--- src/sv/pht_pkg.sv ---
// Shared types and constants for the pairing handshake peer table.
`timescale 1ns / 1ps
`default_nettype none
package pht_pkg;
   localparam int MAX_PEERS      = 16;
   localparam int IDX_W          = $clog2(MAX_PEERS);
   localparam int CNT_W          = $clog2(MAX_PEERS + 1);
   localparam logic [7:0] BROADCAST_ADDR = 8'd255;
   localparam logic [31:0] DEFAULT_TIMEOUT = 32'd5000;

   // operation codes
   localparam logic [2:0] OP_FRAME  = 3'd0;
   localparam logic [2:0] OP_PAIR   = 3'd1;
   localparam logic [2:0] OP_REMOVE = 3'd2;
   localparam logic [2:0] OP_CLEAR  = 3'd3;
   localparam logic [2:0] OP_POLL   = 3'd4;

   // frame types
   localparam logic [1:0] FT_REQ  = 2'd0;
   localparam logic [1:0] FT_RESP = 2'd1;
   localparam logic [1:0] FT_CONF = 2'd2;

   // pairing states
   localparam logic [1:0] PS_NONE     = 2'd0;
   localparam logic [1:0] PS_PENDING  = 2'd1;
   localparam logic [1:0] PS_COMPLETE = 2'd2;

   // result kinds
   localparam logic [1:0] RK_STATUS = 2'd0;
   localparam logic [1:0] RK_TX     = 2'd1;
   localparam logic [1:0] RK_EVENT  = 2'd2;

   // status codes
   localparam logic [2:0] ST_OK        = 3'd0;
   localparam logic [2:0] ST_BAD_STATE = 3'd1;
   localparam logic [2:0] ST_BAD_ARG   = 3'd2;
   localparam logic [2:0] ST_FULL      = 3'd3;
   localparam logic [2:0] ST_NOT_FOUND = 3'd4;

   // register indexes
   localparam logic [7:0] REG_ROLE    = 8'd0;
   localparam logic [7:0] REG_OWN     = 8'd1;
   localparam logic [7:0] REG_TIMEOUT = 8'd2;
   localparam logic [7:0] REG_LIMIT   = 8'd3;
   localparam logic [7:0] REG_MIN     = 8'd4;
   localparam logic [7:0] REG_MAX     = 8'd5;

   typedef struct packed {
      logic [7:0]  addr;
      logic [1:0]  pstate;
      logic [31:0] since;
      logic        online;
      logic [31:0] heartbeat;
   } entry_type;

   localparam int ENTRY_W = $bits(entry_type);
endpackage
`default_nettype wire

--- src/sv/pht_ram.sv ---
// Single-port-write, single-port-read synchronous RAM with registered read data.
`timescale 1ns / 1ps
`default_nettype none
module pht_ram #(
   parameter int WIDTH = 8,
   parameter int DEPTH = 16
) (
   input  wire logic                     clock,
   input  wire logic                     wr_en,
   input  wire logic [$clog2(DEPTH)-1:0] wr_addr,
   input  wire logic [WIDTH-1:0]         wr_data,
   input  wire logic                     rd_en,
   input  wire logic [$clog2(DEPTH)-1:0] rd_addr,
   output logic      [WIDTH-1:0]         rd_data
);
   logic [WIDTH-1:0] mem [DEPTH];

   always_ff @(posedge clock) begin
      if (wr_en) begin
         mem[wr_addr] <= wr_data;
      end
   end

   always_ff @(posedge clock) begin
      if (rd_en) begin
         rd_data <= mem[rd_addr];
      end
   end
endmodule
`default_nettype wire

--- src/sv/pairing_handshake_table_top.sv ---
// Top level of the pairing handshake peer table: sequencer, registers, outputs.
`timescale 1ns / 1ps
`default_nettype none
// The block keeps up to sixteen peers in a packed table held in one synchronous
// RAM and runs a request/response/confirm pairing handshake as master or slave.
// Each request yields zero or more transmit and pairing-event results followed
// by exactly one final status result marked by rsp_tlast. One request at a time
// is worked on: a lookup walks the table entry by entry (RAM read, then
// compare), remove shifts later entries down by a read and a write each, and a
// poll visits every stored entry and emits an event for each pairing that
// lapses. Results are held while rsp_tready is low. Clearing all peers and
// reset only zero the fill count, so no RAM clearing pass is needed.
// Configuration writes are always taken (csr_ready is high) and must only be
// issued while the block is idle.
module pairing_handshake_table_top
   import pht_pkg::*;
(
   input  wire logic        clock,
   input  wire logic        reset,
   input  wire logic        req_tvalid,
   output logic             req_tready,
   // [1:0] frame_type, [9:2] frame_src, [17:10] frame_dest,
   // [25:18] target_addr, [57:26] now_time, rest zero
   input  wire logic [63:0] req_tdata,
   // [2:0] operation
   input  wire logic [2:0]  req_tuser,
   output logic             rsp_tvalid,
   input  wire logic        rsp_tready,
   // [7:0] tx_dest, [9:8] tx_type, [17:10] tx_seq, [25:18] event_addr,
   // [26] event_paired, [29:27] status, rest zero
   output logic [31:0]      rsp_tdata,
   // [1:0] result_kind
   output logic [1:0]       rsp_tuser,
   output logic             rsp_tlast,
   input  wire logic        csr_valid,
   output logic             csr_ready,
   input  wire logic [7:0]  csr_index,
   input  wire logic [31:0] csr_wdata
);
   typedef enum logic [10:0] {
      S_IDLE  = 11'b00000000001,
      S_FIND  = 11'b00000000010,
      S_FCHK  = 11'b00000000100,
      S_ACT   = 11'b00000001000,
      S_SREAD = 11'b00000010000,
      S_SWR   = 11'b00000100000,
      S_PREAD = 11'b00001000000,
      S_PCHK  = 11'b00010000000,
      S_ETX   = 11'b00100000000,
      S_EEV   = 11'b01000000000,
      S_FIN   = 11'b10000000000
   } state_type;

   // configuration
   logic        role_ff;
   logic [7:0]  own_ff;
   logic [31:0] timeout_ff;
   logic [4:0]  limit_ff;
   logic [7:0]  amin_ff, amax_ff;

   // sequencer state
   state_type        state_ff, state_in;
   logic [CNT_W-1:0] count_ff, count_in;
   logic [CNT_W-1:0] idx_ff, idx_in;
   logic [7:0]       seq_ff, seq_in;
   logic [2:0]       op_ff, op_in;
   logic [1:0]       ftype_ff, ftype_in;
   logic [7:0]       key_ff, key_in;
   logic [31:0]      now_ff, now_in;
   logic [2:0]       status_ff, status_in;
   logic             found_ff, found_in;
   logic [1:0]       txtype_ff, txtype_in;
   logic             doev_ff, doev_in;
   logic [7:0]       evaddr_ff, evaddr_in;
   logic             evpaired_ff, evpaired_in;

   // result register
   logic        ovalid_ff, ovalid_in;
   logic [31:0] odata_ff, odata_in;
   logic [1:0]  okind_ff, okind_in;
   logic        olast_ff, olast_in;

   // RAM access
   logic             wr_en, rd_en;
   logic [IDX_W-1:0] wr_addr, rd_addr;
   entry_type        wr_entry, rd_entry;
   logic [ENTRY_W-1:0] rd_bits;

   pht_ram #(.WIDTH(ENTRY_W), .DEPTH(MAX_PEERS)) u_ram (
      .clock   (clock),
      .wr_en   (wr_en),
      .wr_addr (wr_addr),
      .wr_data (wr_entry),
      .rd_en   (rd_en),
      .rd_addr (rd_addr),
      .rd_data (rd_bits)
   );
   assign rd_entry = entry_type'(rd_bits);

   logic [CNT_W-1:0] lim;
   logic [CNT_W-1:0] idx_next;
   logic             out_free;
   logic [31:0]      tmo;
   logic [31:0]      age;
   logic             can_add;
   logic             frame_go;
   logic [7:0]       r_src, r_dest, r_target;
   logic [1:0]       r_type;

   // effective limit: min(peer_limit, MAX_PEERS)
   assign lim = (CNT_W'(limit_ff) > CNT_W'(MAX_PEERS)) ? CNT_W'(MAX_PEERS)
                                                       : CNT_W'(limit_ff);
   assign idx_next = idx_ff + CNT_W'(1);
   assign out_free = !ovalid_ff || rsp_tready;
   assign tmo      = (timeout_ff == 32'd0) ? DEFAULT_TIMEOUT : timeout_ff;
   assign age      = now_ff - rd_entry.since;
   assign can_add  = count_ff < lim;

   assign r_type   = req_tdata[1:0];
   assign r_src    = req_tdata[9:2];
   assign r_dest   = req_tdata[17:10];
   assign r_target = req_tdata[25:18];

   // decide whether a received frame is worth a table lookup
   always_comb begin
      unique case (r_type)
         FT_REQ:  frame_go = role_ff && (r_dest == own_ff || r_dest == BROADCAST_ADDR);
         FT_RESP: frame_go = !role_ff;
         FT_CONF: frame_go = role_ff;
         default: frame_go = 1'b0;
      endcase
   end

   assign req_tready = (state_ff == S_IDLE);
   assign csr_ready  = 1'b1;
   assign rsp_tvalid = ovalid_ff;
   assign rsp_tdata  = odata_ff;
   assign rsp_tuser  = okind_ff;
   assign rsp_tlast  = olast_ff;

   always_comb begin
      state_in    = state_ff;
      count_in    = count_ff;
      idx_in      = idx_ff;
      seq_in      = seq_ff;
      op_in       = op_ff;
      ftype_in    = ftype_ff;
      key_in      = key_ff;
      now_in      = now_ff;
      status_in   = status_ff;
      found_in    = found_ff;
      txtype_in   = txtype_ff;
      doev_in     = doev_ff;
      evaddr_in   = evaddr_ff;
      evpaired_in = evpaired_ff;
      ovalid_in   = ovalid_ff && !rsp_tready;
      odata_in    = odata_ff;
      okind_in    = okind_ff;
      olast_in    = olast_ff;
      wr_en       = 1'b0;
      wr_addr     = idx_ff[IDX_W-1:0];
      wr_entry    = rd_entry;
      rd_en       = 1'b0;
      rd_addr     = idx_ff[IDX_W-1:0];

      unique case (state_ff)
         S_IDLE: begin
            if (req_tvalid) begin
               op_in     = req_tuser;
               ftype_in  = r_type;
               now_in    = req_tdata[57:26];
               status_in = ST_OK;
               doev_in   = 1'b0;
               idx_in    = '0;
               state_in  = S_FIN;
               unique case (req_tuser)
                  OP_FRAME: begin
                     key_in = r_src;
                     if (frame_go) state_in = S_FIND;
                  end
                  OP_PAIR: begin
                     key_in = r_target;
                     priority if (role_ff) status_in = ST_BAD_STATE;
                     else if (r_target < amin_ff || r_target > amax_ff)
                        status_in = ST_BAD_ARG;
                     else if (!can_add) status_in = ST_FULL;
                     else state_in = S_FIND;
                  end
                  OP_REMOVE: begin
                     key_in   = r_target;
                     state_in = S_FIND;
                  end
                  OP_CLEAR: count_in = '0;
                  OP_POLL:  state_in = S_PREAD;
                  default:  status_in = ST_BAD_ARG;
               endcase
            end
         end
         S_FIND: begin
            // walk the packed table; past the fill count means absent
            if (idx_ff >= count_ff) begin
               found_in = 1'b0;
               state_in = S_ACT;
            end else begin
               rd_en    = 1'b1;
               state_in = S_FCHK;
            end
         end
         S_FCHK: begin
            if (rd_entry.addr == key_ff) begin
               found_in = 1'b1;
               state_in = S_ACT;
            end else begin
               idx_in   = idx_next;
               state_in = S_FIND;
            end
         end
         S_ACT: begin
            evaddr_in   = key_ff;
            evpaired_in = 1'b1;
            state_in    = S_FIN;
            if (!found_ff) begin
               wr_addr  = count_ff[IDX_W-1:0];
               wr_entry = '{addr: key_ff, pstate: PS_NONE, since: '0,
                            online: 1'b0, heartbeat: '0};
            end
            unique case (op_ff)
               OP_FRAME: begin
                  unique case (ftype_ff)
                     FT_REQ: begin
                        if (found_ff || can_add) begin
                           wr_en           = 1'b1;
                           wr_entry.pstate = PS_PENDING;
                           wr_entry.since  = now_ff;
                           if (!found_ff) count_in = count_ff + CNT_W'(1);
                           txtype_in = FT_RESP;
                           state_in  = S_ETX;
                        end
                     end
                     FT_RESP: begin
                        if (found_ff && rd_entry.pstate == PS_PENDING) begin
                           wr_en              = 1'b1;
                           wr_entry.pstate    = PS_COMPLETE;
                           wr_entry.online    = 1'b1;
                           wr_entry.heartbeat = now_ff;
                           txtype_in = FT_CONF;
                           doev_in   = 1'b1;
                           state_in  = S_ETX;
                        end
                     end
                     FT_CONF: begin
                        if (found_ff) begin
                           wr_en              = 1'b1;
                           wr_entry.pstate    = PS_COMPLETE;
                           wr_entry.online    = 1'b1;
                           wr_entry.heartbeat = now_ff;
                           state_in = S_EEV;
                        end
                     end
                     default: state_in = S_FIN;
                  endcase
               end
               OP_PAIR: begin
                  // room was checked on entry, so an add always succeeds here
                  if (!(found_ff && rd_entry.pstate == PS_COMPLETE)) begin
                     wr_en           = 1'b1;
                     wr_entry.pstate = PS_PENDING;
                     wr_entry.since  = now_ff;
                     if (!found_ff) count_in = count_ff + CNT_W'(1);
                     txtype_in = FT_REQ;
                     state_in  = S_ETX;
                  end
               end
               OP_REMOVE: begin
                  if (found_ff) state_in = S_SREAD;
                  else status_in = ST_NOT_FOUND;
               end
               default: state_in = S_FIN;
            endcase
         end
         S_SREAD: begin
            // shift later entries down by one, then drop the tail
            if (idx_next < count_ff) begin
               rd_en    = 1'b1;
               rd_addr  = idx_next[IDX_W-1:0];
               state_in = S_SWR;
            end else begin
               count_in = count_ff - CNT_W'(1);
               state_in = S_FIN;
            end
         end
         S_SWR: begin
            wr_en    = 1'b1;
            wr_entry = rd_entry;
            idx_in   = idx_next;
            state_in = S_SREAD;
         end
         S_PREAD: begin
            if (idx_ff >= count_ff) begin
               state_in = S_FIN;
            end else begin
               rd_en    = 1'b1;
               state_in = S_PCHK;
            end
         end
         S_PCHK: begin
            if (rd_entry.pstate == PS_PENDING && age > tmo) begin
               wr_en           = 1'b1;
               wr_entry.pstate = PS_NONE;
               evaddr_in       = rd_entry.addr;
               evpaired_in     = 1'b0;
               state_in        = S_EEV;
            end else begin
               idx_in   = idx_next;
               state_in = S_PREAD;
            end
         end
         S_ETX: begin
            if (out_free) begin
               ovalid_in = 1'b1;
               okind_in  = RK_TX;
               olast_in  = 1'b0;
               odata_in  = {14'd0, seq_ff, txtype_ff, key_ff};
               seq_in    = seq_ff + 8'd1;
               state_in  = doev_ff ? S_EEV : S_FIN;
            end
         end
         S_EEV: begin
            if (out_free) begin
               ovalid_in = 1'b1;
               okind_in  = RK_EVENT;
               olast_in  = 1'b0;
               odata_in  = {5'd0, evpaired_ff, evaddr_ff, 18'd0};
               if (op_ff == OP_POLL) begin
                  idx_in   = idx_next;
                  state_in = S_PREAD;
               end else begin
                  state_in = S_FIN;
               end
            end
         end
         S_FIN: begin
            if (out_free) begin
               ovalid_in = 1'b1;
               okind_in  = RK_STATUS;
               olast_in  = 1'b1;
               odata_in  = {2'd0, status_ff, 27'd0};
               state_in  = S_IDLE;
            end
         end
         default: state_in = S_IDLE;
      endcase
   end

   always_ff @(posedge clock) begin
      if (reset) begin
         state_ff   <= S_IDLE;
         count_ff   <= '0;
         seq_ff     <= '0;
         ovalid_ff  <= 1'b0;
         role_ff    <= 1'b0;
         own_ff     <= 8'd0;
         timeout_ff <= 32'd0;
         limit_ff   <= 5'd16;
         amin_ff    <= 8'd1;
         amax_ff    <= 8'd254;
      end else begin
         state_ff  <= state_in;
         count_ff  <= count_in;
         seq_ff    <= seq_in;
         ovalid_ff <= ovalid_in;
         if (csr_valid) begin
            unique case (csr_index)
               REG_ROLE:    role_ff    <= csr_wdata[0];
               REG_OWN:     own_ff     <= csr_wdata[7:0];
               REG_TIMEOUT: timeout_ff <= csr_wdata;
               REG_LIMIT:   limit_ff   <= csr_wdata[4:0];
               REG_MIN:     amin_ff    <= csr_wdata[7:0];
               REG_MAX:     amax_ff    <= csr_wdata[7:0];
               default: ;
            endcase
         end
      end
   end

   // payload registers: no reset needed
   always_ff @(posedge clock) begin
      idx_ff      <= idx_in;
      op_ff       <= op_in;
      ftype_ff    <= ftype_in;
      key_ff      <= key_in;
      now_ff      <= now_in;
      status_ff   <= status_in;
      found_ff    <= found_in;
      txtype_ff   <= txtype_in;
      doev_ff     <= doev_in;
      evaddr_ff   <= evaddr_in;
      evpaired_ff <= evpaired_in;
      odata_ff    <= odata_in;
      okind_ff    <= okind_in;
      olast_ff    <= olast_in;
   end
endmodule
`default_nettype wire
--- config.mk ---
export PLATFORM = sky130hd
export DESIGN_NAME = pairing_handshake_table_top
export DESIGN_NICKNAME = d
export VERILOG_FILES = /design/src/sv/pht_pkg.sv /design/src/sv/pht_ram.sv /design/src/sv/pairing_handshake_table_top.sv
export SDC_FILE = /design/constraint.sdc
export NUM_CORES = 1
export LEC_CHECK = 0
export BUFFER_PORTS_ARGS = -buffer_cell sky130_fd_sc_hd__buf_4
export CAP_MARGIN = 15
export CORE_MARGIN = 4
export CORE_UTILIZATION = 58
export DETAILED_ROUTE_END_ITERATION = 10
export HOLD_SLACK_MARGIN = 0.1
export PLACE_DENSITY = 0.78
export REMOVE_ABC_BUFFERS = 1
export SKIP_LAST_GASP = 1
export SLEW_MARGIN = 20
export SYNTH_ARGS = -nofsm -noshare
export SYNTH_HDL_FRONTEND = slang
export SYNTH_HIERARCHICAL = 1
export SYNTH_SLANG_ARGS = --single-unit
--- constraint.sdc ---
create_clock -name clock -period 9.8 [get_ports clock]
set_input_delay 0.98 -clock clock [delete_from_list [all_inputs] [get_ports clock]]
set_output_delay 0.98 -clock clock [all_outputs]
set_load 0.05 [all_outputs]
## Word-level counts from Yosys, hierarchy flattened

Memory sizes are Yosys's and may differ from the RTL's. A register that Yosys moved wholly into a read port is not among the register bits.
Index checks and enable logic that the tools add are counted.
W data, S select, Z words.

- Register bits after elaboration: 188
- Bits in writable memories: 1200
- Output and inout bits: 38
- Memories kept: 1

Memory list:

| name | words | width | rd ports | clocked after memory_dff | wr ports | RTL line | text |
|---|---|---|---|---|---|---|---|
| u_ram.mem | 16 | 75 | 1 | 1 | 1 | pht_ram.sv:16 | `logic [WIDTH-1:0] mem [DEPTH];` |

- $add $sub $neg: 5
- Magnitude comparators: 7
- Equality and inequality tests: 58
- Multiplexer cells: 114
- Reduce and logical (&&, ||, !) cells: 51

Operator list:

| operator | number |
|---|---|
| $mux W11 | 17 |
| $mux W32 | 5 |
| $pmux W11 S11 | 1 |
| $mux W33 | 3 |
| $pmux W32 S3 | 1 |
| $mux W75 | 1 |
| $mux W34 | 2 |
| $pmux W34 S2 | 1 |
| $pmux W11 S3 | 2 |
| $pmux W33 S2 | 1 |
| $mux W5 | 13 |
| $mux W65 | 1 |
| $pmux W11 S4 | 1 |
| $gt A32 B32 Y1 | 1 |
| $logic_not A32 Y1 | 1 |
| $pmux W8 S2 | 2 |
| $sub A32 B32 Y32 | 1 |
| $ne A2 B2 Y1 const B | 14 |
| $pmux W5 S5 | 1 |
| $mux W2 | 12 |
| $mux W4 | 6 |
| $mux W1 | 20 |
| $reduce_and A2 Y1 | 9 |
| $eq A8 B2 Y1 const B | 2 |
| 59 further kinds | 117 |

## Logic depth before layout (Yosys ltp)

- Depth after elaboration: 10
- Depth in mapped cells: 24
- Mapped depth without buffers: 24

## By module

Netlist, hierarchy kept.

By module, submodules not included:

| module | times used | cells an instance | area each (µm²) | seq. area each (µm²) |
|---|---|---|---|---|
| pht_ram | 1 | 1926 | 47070.1 | 38286.7 |
| pairing_handshake_table_top | 1 | 1326 | 12031.5 | 4714.5 |

## Worst setup path after synthesis

OpenSTA, ideal clock, no wires.

- Path kind: register -> register
- Start point: register now_ff[0]
- End point: memory u_ram/mem[0][0] (netlist bit), enable pin
- Data arrival time: 10.051 ns
- Data required time: 9.200 ns
- Slack: -0.851 ns
- Cell stages (with the launch flop): 25
- Cell sequence: edfxtp_1 inv_1 ha_1 inv_1 fa_1 a211oi_1 o211ai_1 a311oi_1 nor2_1 a311o_1 o21ai_0 o21ai_0 a21oi_1 xnor2_1 ha_1 nand4_1 nor3_1 nand4_1 nor3_1 o21ai_0 o211ai_1 and3_1 or3_1 or3b_2 nor3_1

- Cells in the longest elaborated chain, start to end: 7

Ends and longest elaborated chain:

| item | RTL line | text |
|---|---|---|
| from (decl) | pairing_handshake_table_top.sv:69 | `logic [31:0] now_ff, now_in;` |
| from (signal assigned) | pairing_handshake_table_top.sv:392 | `now_ff <= now_in;` |
| $sub A32 B32 Y32 | pairing_handshake_table_top.sv:116 | `assign age = now_ff - rd_entry.since;` |
| $gt A32 B32 Y1 | pairing_handshake_table_top.sv:307 | `if (rd_entry.pstate == PS_PENDING && age > tmo) begin` |
| $logic_and A1 B1 Y1 | pairing_handshake_table_top.sv:307 |  |
| $mux W1 | pairing_handshake_table_top.sv:307 |  |
| $pmux W1 S3 | pairing_handshake_table_top.sv:166 | `unique case (state_ff)` |
| net wr_en | pairing_handshake_table_top.sv:84 | `logic wr_en, rd_en;` |
| $mux W1 | pht_ram.sv:19 | `if (wr_en) begin` |
| $mux W1 (implied by the code) | pht_ram.sv:20 | `mem[wr_addr] <= wr_data;` |
| to (decl) | pht_ram.sv:16 |  |

The timed path passes the listed nets, and every way through them passes these cells.

## Worst setup path in the final report

- Start point: register now_ff[0]
- End point: memory u_ram/mem[2][45] (netlist bit), enable pin

Same word-level chain as after synthesis.

==> qor.yml <==
nets: 2753
cts-resized-gates: 0
cts.sinks: 900
cts_hold_buf: 0
endpoint_kind: "flip-flop"
r2r-start: "now_ff[0]"
dieArea_sq_um: 70000
final-seq-area_sq_um: 26200
power_mw: 10.0
grt_pass1_vias: 22300
p_int_mw: 7.24
clk_pin_slew_ns: 0.06
run_status: "finished clean"
grt_pass1_wl_um: 139000
drive_gt1_share_pct: 21.1
htree_num_levels: 3
die_w_um: 265
grt_antenna_before_repair: 0
synth_cells: 2389
die_h_um: 265
p_sw_mw: 2.79
path_class: "flip-flop to flip-flop"
drc: 0
slowest_stage: "nor2_4"
arrival_ns: 8.38
layout.cells.non_filler: 3462
clock.fmax_mhz: 123
dr.pass1.iters: 5
p_per_area_nw_per_um2: 232
place_ws_ns: 1.99
antenna_cells: 0
fin_util_pct: 66.8
max_slew_margin_pct: 19.9
worstMarginPinSlew_ns: 1.19
drt_iter0_markers: 2650
pwr-share-clk_pct: 33.9
cts_tree: "done"
period_share_pct: 82.7
overflow: 0
fin_crit_ns: 8.10
row_count: 93
netlist_area_sq_um: 38200
port_buffers: 140
wl_um: 92000
dp_hpwl_um: 54100
ant_nets: 0
worst_ep_required_time_ns: 10.08
clockBufferDepth: 3
area_growth_pct: 13.3
maxSlewViolCount: 0
ios: 150
vias: 22100
finalHoldViolCount: 0
irDropWorstVdd_mv: 0.193
path_max_fanout: 22
grtUsageTotal_pct: 26.2
crit_start: "now_ff[0]"
combPwrFrac_pct: 22.6
fillCellCount: 4194
yosysWarnings: 6
grt_max_degree: 124
placed_cells: 3302
wl_per_cell_um: 26.6
cp_common_cell: "o21ai_0"
setup_tns_ns: 0
setup_viol: 0
worst_slack_ns: 1.70
max_stage_delay_ns: 0.68
worstHoldStart: "amax_ff[3]"
clock-root-buffer: "clkbuf_16"
p_sw_share_pct: 27.9
seqPwrFrac_pct: 43.5
cts_made_buffers: 88
clkLatencyLatePin_ns: 0.64
rsz0062_at_grt: "false"
max-cap-violations: 0
initial_utilization_pct: 58.9
gp_congestion: 0.921
cts_setup_buffers: 0
multi_input_area_sq_um: 11200
finClkSkew_ns: 0.0267
worstSetupStartpointType: "flip-flop"
worstHoldPathType: "flip-flop to flip-flop"
via_per_inst: 6.38
postSynthAreaPerCell_sq_um: 16.0
core_sq_um: 64800
p_leak_nw: 15.0
==> power groups by stage <==
stage / logic [mW] / clock network [mW] / registers [mW]
global placement: 2.17 / 0 / 4.44
finish: 2.27 / 3.40 / 4.36
global route: 2.45 / 3.61 / 4.37
floorplan: 1.93 / 0 / 4.44
detailed placement: 2.22 / 0 / 4.44
CTS: 2.26 / 3.44 / 4.36
==> critical path, delay by kind of cell (launching register included) <==
family	cells	cell delay, ns
simple gates	9	2.94
compound gates	9	2.71
fa+ha+maj	3	0.93
buf+inv	3	0.63
flops	1	0.39
xor+xnor	1	0.10
==> registers in the layout, indices dropped and copies added (netlist names), 11 cells and up <==
signal         count
now_ff            32
u_ram/mem        672
rsp_tdata         30
timeout_ff        32
state_ff          11
u_ram/rd_data     42
==> stage by stage <==
stage	hold slack, ns	cell area (sq um)
floorplan	0.435	37600
global placement	0.448	40300
detailed placement	0.454	40300
CTS	0.469	43200
global route	0.486	43300
finish	0.468	43300
==> metal layers <==
metal	track usage (%)	wire length [um]
met1	36.5	35600
met3	5.54	9270
met4	7.37	2170
met5	0	0
met2	42.6	45000
==> cells in the final DEF (no fill, tap or decap), drive strengths merged, types with 21 or more instances in the layout <==
cell type    n
a22o        31
mux4       168
xor2        34
buf        178
a21oi      101
and2        34
nand2      188
clkinv      27
inv        119
edfxtp     813
a22oi       85
dfxtp       87
nor3        24
clkbuf     109
xnor2       31
nand3       21
o21ai       48
ha         101
mux2i       21
a21o        33
nor2       111
==> final timing paths <==
path	endpoint	slack, ns	cells past startpoint
max reg2reg	u_ram/mem[2][45]	1.70	25
max	u_ram/mem[2][45]	1.70	25
min reg2reg	amax_ff[3]	0.47	1
min	amax_ff[3]	0.47	1
==> layout make-up <==
cell class                      count  share of cell area, %
Clock buffer                      109                   5.52
Clock inverter                     50                   1.21
Inverter                          110                  0.957
Multi-Input combinational cell   1260                   26.0
Sequential cell                   900                   60.4
Tap cell                          855                   2.47
Timing Repair Buffer              178                   3.40
Note: power is estimated with default switching activity, not from simulation.
